$ cat src/hw/rtl/hps_pkg.sv
`default_nettype none
// ----------------------------------------------------------------------------
// hps_pkg: shared types and constants for the percentile stretch core
// Register codes, controller states and controller/datapath command structs.
// ----------------------------------------------------------------------------
package hps_pkg;

	localparam int BinLog2   = 16;
	localparam int FrameLog2 = 20;
	localparam int NumBins   = 1 << BinLog2;
	localparam int BinShift  = 16 - BinLog2;
	localparam int CntW      = FrameLog2 + 1;
	localparam logic [CntW-1:0] CountMax = {CntW{1'b1}};

	localparam logic [1:0] RegFormat = 2'd0;
	localparam logic [1:0] RegMode   = 2'd1;
	localparam logic [1:0] RegNoise  = 2'd2;
	localparam logic [1:0] RegSkip   = 2'd3;

	localparam logic [1:0] FmtByte = 2'd0;
	localparam logic [1:0] FmtU16  = 2'd1;
	localparam logic [1:0] FmtS16  = 2'd2;

	localparam logic [1:0] ModeAuto    = 2'd0;
	localparam logic [1:0] ModeNone    = 2'd1;
	localparam logic [1:0] ModeLinear  = 2'd2;
	localparam logic [1:0] ModeAutoAlt = 2'd3;

	typedef enum logic [3:0] {
		ST_CLEAR,
		ST_IDLE,
		ST_LOAD,
		ST_MAP_DIV,
		ST_MAP_OUT,
		ST_THR,
		ST_SCAN_LO,
		ST_SCAN_HI,
		ST_FINISH,
		ST_REPORT
	} hps_state_t;

	typedef struct packed {
		logic clr_step;
		logic load_rd;
		logic load_wr;
		logic map_start;
		logic map_step;
		logic thr_step;
		logic scan_lo_init;
		logic scan_lo_step;
		logic scan_hi_init;
		logic scan_hi_step;
		logic finish;
		logic out_map;
		logic out_rep;
	} hps_cmd_t;

	typedef struct packed {
		logic clr_done;
		logic is_map;
		logic is_last;
		logic map_fast;
		logic div_done;
		logic thr_done;
		logic lo_done;
		logic hi_done;
	} hps_stat_t;

endpackage
`default_nettype wire

$ cat src/hw/rtl/hps_ctrl.sv
`default_nettype none
// ----------------------------------------------------------------------------
// hps_ctrl: sequencer
// Steps the datapath through clear, load, map and range scan phases.
// ----------------------------------------------------------------------------
module hps_ctrl (
	input  wire              clk,
	input  wire              arst_n,
	input  wire              start,
	input  hps_pkg::hps_stat_t stat,
	output logic             busy,
	output hps_pkg::hps_cmd_t  cmd
);

	hps_pkg::hps_state_t state_q, state_d;

	always_ff @(posedge clk or negedge arst_n) begin
		if (!arst_n) state_q <= hps_pkg::ST_CLEAR;
		else state_q <= state_d;
	end

	always_comb begin
		state_d = state_q;
		case (state_q)
			hps_pkg::ST_CLEAR: if (stat.clr_done) state_d = hps_pkg::ST_IDLE;
			hps_pkg::ST_IDLE: begin
				if (start) begin
					if (stat.is_map) state_d = stat.map_fast ? hps_pkg::ST_MAP_OUT
						: hps_pkg::ST_MAP_DIV;
					else state_d = hps_pkg::ST_LOAD;
				end
			end
			hps_pkg::ST_LOAD: state_d = stat.is_last ? hps_pkg::ST_THR : hps_pkg::ST_IDLE;
			hps_pkg::ST_MAP_DIV: if (stat.div_done) state_d = hps_pkg::ST_MAP_OUT;
			hps_pkg::ST_MAP_OUT: state_d = hps_pkg::ST_IDLE;
			hps_pkg::ST_THR: if (stat.thr_done) state_d = hps_pkg::ST_SCAN_LO;
			hps_pkg::ST_SCAN_LO: if (stat.lo_done) state_d = hps_pkg::ST_SCAN_HI;
			hps_pkg::ST_SCAN_HI: if (stat.hi_done) state_d = hps_pkg::ST_FINISH;
			hps_pkg::ST_FINISH: state_d = hps_pkg::ST_REPORT;
			hps_pkg::ST_REPORT: state_d = hps_pkg::ST_CLEAR;
			default: state_d = hps_pkg::ST_CLEAR;
		endcase
	end

	always_comb begin
		cmd = '0;
		busy = 1'b1;
		case (state_q)
			hps_pkg::ST_CLEAR: cmd.clr_step = 1'b1;
			hps_pkg::ST_IDLE: begin
				busy = 1'b0;
				cmd.load_rd = start & ~stat.is_map;
				cmd.map_start = start & stat.is_map;
			end
			hps_pkg::ST_LOAD: begin
				cmd.load_wr = 1'b1;
				cmd.scan_lo_init = stat.is_last;
			end
			hps_pkg::ST_MAP_DIV: cmd.map_step = 1'b1;
			hps_pkg::ST_MAP_OUT: cmd.out_map = 1'b1;
			hps_pkg::ST_THR: cmd.thr_step = 1'b1;
			hps_pkg::ST_SCAN_LO: begin
				cmd.scan_lo_step = 1'b1;
				cmd.scan_hi_init = stat.lo_done;
			end
			hps_pkg::ST_SCAN_HI: cmd.scan_hi_step = 1'b1;
			hps_pkg::ST_FINISH: cmd.finish = 1'b1;
			hps_pkg::ST_REPORT: cmd.out_rep = 1'b1;
			default: cmd = '0;
		endcase
	end

endmodule
`default_nettype wire

$ cat config.mk
export PLATFORM = sky130hd
export DESIGN_NAME = hps_ctrl
export DESIGN_NICKNAME = d
export VERILOG_FILES = /design/src/hw/rtl/hps_pkg.sv /design/src/hw/rtl/hps_ctrl.sv
export SDC_FILE = /design/constraint.sdc
export NUM_CORES = 1
export LEC_CHECK = 0
export BUFFER_PORTS_ARGS = -buffer_cell sky130_fd_sc_hd__buf_2
export CAP_MARGIN = 0
export CORE_AREA = 2 2 39 41
export CTS_CLUSTER_SIZE = 14
export DETAILED_ROUTE_END_ITERATION = 10
export DIE_AREA = 0 0 41 43
export GPL_TIMING_DRIVEN = 0
export SLEW_MARGIN = 5
export SYNTH_ARGS = -nofsm -noshare
export SYNTH_HDL_FRONTEND = slang
export SYNTH_SLANG_ARGS = --single-unit
$ cat constraint.sdc
create_clock -name clk -period 4 [get_ports clk]
set_input_delay 0.8 -clock clk [delete_from_list [all_inputs] [get_ports clk]]
set_output_delay 0.8 -clock clk [all_outputs]
set_load 0.05 [all_outputs]
==> run_results.csv <==
group,metric,value,unit
floorplanning,initial_core_util,31.6,%
logic_synthesis,synth_cells,54,
cts,cts.path.max_buffers,2,
timing,slew_viol_final,0,
min_path,hp-class,"in -> async",
setup_path,crit_chain,"buf_6, buf_2, nor3_2, and3_1, buf_2",
cts,postCtsSetupBuffers,0,
cts,cts_resized,0,
placed_design,portBuffers,24,
logic_synthesis,ys.flop_type,"dfrtp_1",
logic_synthesis,syn_avg_cell_area,8.09,sq um
global_route,grt_remaining_overflow,0,
logic_synthesis,synth_area_leaders,"dfrtp_1, nor2_1, nor3_1",
cells_and_area,final_util,43.3,%
logic_synthesis,ys_seq_elements,4,
detailed_routing,dr.pass1.iters,4,
cells_and_area,diodes,0,
cts,ctsHoldBuffers,0,
floorplanning,placementRows,14,
logic_synthesis,synth_seq_area_share,22.9,%
global_route,use_met3,1.57,%
setup_path,cp_slowest_cell,"dfrtp_1",
setup_path,crit_path_start_kind,"register",
timing,slew_headroom,82.7,%
floorplanning,die_width,41,microns
timing,setup_tns,0,ps
cts,clkLatencyLatePin,230,ps
timing,period_share,60.4,%
floorplanning,die_h,43,microns
cts,htree_num_levels,1,
logic_synthesis,syn_area,437,sq um
setup_path,cp-end-kind,"primary output",
timing,hold_violations,0,
setup_path,path_delay_family,"buffers and inverters",
setup_path,critical_path_arrival,1620,ps
setup_path,crit_top_cell,"buf_2",
setup_path,crit_buf_inv,3,
power,peakVddDrop,0.322,mV
placed_design,hpwl,843,microns
global_route,grt_pass1_wl,1840,microns
global_route,grtUsageTotal,15.1,%
logic_synthesis,yosys.area.top_type_share,22.9,%
setup_path,worstPathRequired,3200,ps
global_route,grt_max_degree,11,
cells_and_area,largest_register_ffs,4,
cells_and_area,area_growth_syn_to_layout,37.2,%
cts,cts_sinks,4,
global_route,gr-usage-met2,23.1,%
setup_path,path_class,"reg -> out",
detailed_routing,drc,0,
detailed_routing,drt_iter0_drc,10,
detailed_routing,drt-total-wl,1100,microns
global_route,antenna_found_initial,0,
timing,worst_slew_pin_slew,260,ps
setup_path,cp_max_fo,10,
detailed_routing,ant_nets,0,
logic_synthesis,synthDistinctLibCells,27,
logic_synthesis,synth.yosys.warnings,0,
run,drv_cap,0,
cts,cts_buffers,3,
setup_path,slowest_delay,370,ps
detailed_routing,vias,476,
cts,cts_tree,"built",
power,leakagePower,0.316,nW
timing,skew,4.74,ps
cells_and_area,top_register,"state_q",
cells_and_area,drive_above_1_share,48.1,%
timing,setup_viol,0,
logic_synthesis,synth-edff-count,0,
floorplanning,fp.coreArea,1380,sq um
floorplanning,ios,25,
timing,max_clock_freq,0.414,GHz
logic_synthesis,syn_nets,65,
global_route,use_met1,19.7,%
global_route,busiest_layer,"met2",
logic_synthesis,synthArstFlopShare,100,%
cells_and_area,finalNetCount,94,
outcome,outcome,"finished clean",
logic_synthesis,yosysTopAreaCell,"dfrtp_1",
timing,rsz0062_at_grt,"false",
cells_and_area,reg_top3,"state_q x4",
cts,root_buffer,"clkbuf_4",
floorplanning,dieArea,1760,sq um
timing,min_period,2420,ps
detailed_routing,post_drt_wl_per_cell,11.3,microns
power,power.density,965,nW/um^2
detailed_routing,vias_per_cell,4.91,
global_route,first_global_vias,450,
placed_design,place.gp.congestion,0.777,
cts,path_clk_slew,40,ps
-- path summary, 6_finish.rpt --
check | start | endpoint | slack, ps | cells after the start
max reg2reg | state_q[1] | state_q[1] | 2470 | 5
max | state_q[2] | cmd[9] | 1580 | 5
min reg2reg | state_q[0] | state_q[3] | 730 | 2
min | arst_n | state_q[1] | 360 | 1
min in group clk | state_q[0] | state_q[3] | 730 | 2
max in group asynchronous | arst_n | state_q[0] | 3520 | 1
-- logic make-up (layout without fill, tap and decap cells) --
kind of cell,Yosys count,in the layout,synth area share [%]
AND/OR/NAND/NOR,30,30,37.5
AO/OA/AOI/OAI,8,8,18.3
buffers and inverters,7,34,9.45
multiplexers,4,4,9.74
flip-flops,4,4,22.9
XOR/XNOR,1,1,2.01
-- power breakdown --
part           total [mW]  internal (mW)  switching (mW)
clock              0.0488         0.0335          0.0153
combinational       0.458          0.152           0.305
sequential         0.0717         0.0595          0.0122
total               0.578          0.245           0.333
-- cells in the final DEF, fill, tap and decap left out, types with 3 or more instances in the layout --
cell / count
buf_2: 27
clkbuf_4: 3
dfrtp_1: 4
nand2_1: 6
nand2b_1: 3
nor2_1: 7
nor3_1: 5
-- metal layers --
| metal | vias up | part of all wire, % |
|---|---|---|
| met5 | - | 0 |
| li1 | 245 | - |
| met4 | 0 | 0 |
| met2 | 19 | 46 |
| met1 | 212 | 46 |
| met3 | 0 | 7.7 |
-- cells in the mapped netlist (all sizes together) (2+ instances only) --
library cell and number:
nor2 8, nor3 7, nand2 6, buf 5
dfrtp 4, nand2b 3, and2 2, inv 2
mux2 2, mux2i 2, o22a 2
-- layout make-up --
cell class                      count  area [sq um]
Tap cell                           16          20.0
Multi-Input combinational cell     43           295
Clock buffer                        3          22.5
Timing Repair Buffer               24           120
Sequential cell                     4           100
Inverter                            2          7.51
Buffer                              5          33.8
Fill cell                         151           785
-- metrics by stage --
step	cell area [sq um]	std cells	setup slack (ps)	power, mW	hold slack (ps)
6_report	599	97	1580	0.578	363
5_1_grt	599	97	1480	0.621	359
4_1_cts	599	97	1600	0.580	364
3_5_place_dp	577	94	1850	0.529	608
3_3_place_gp	577	94	1860	0.531	606
2_1_floorplan	437	54	833	0.446	504
No activity file was read; power rests on OpenSTA's default activity.
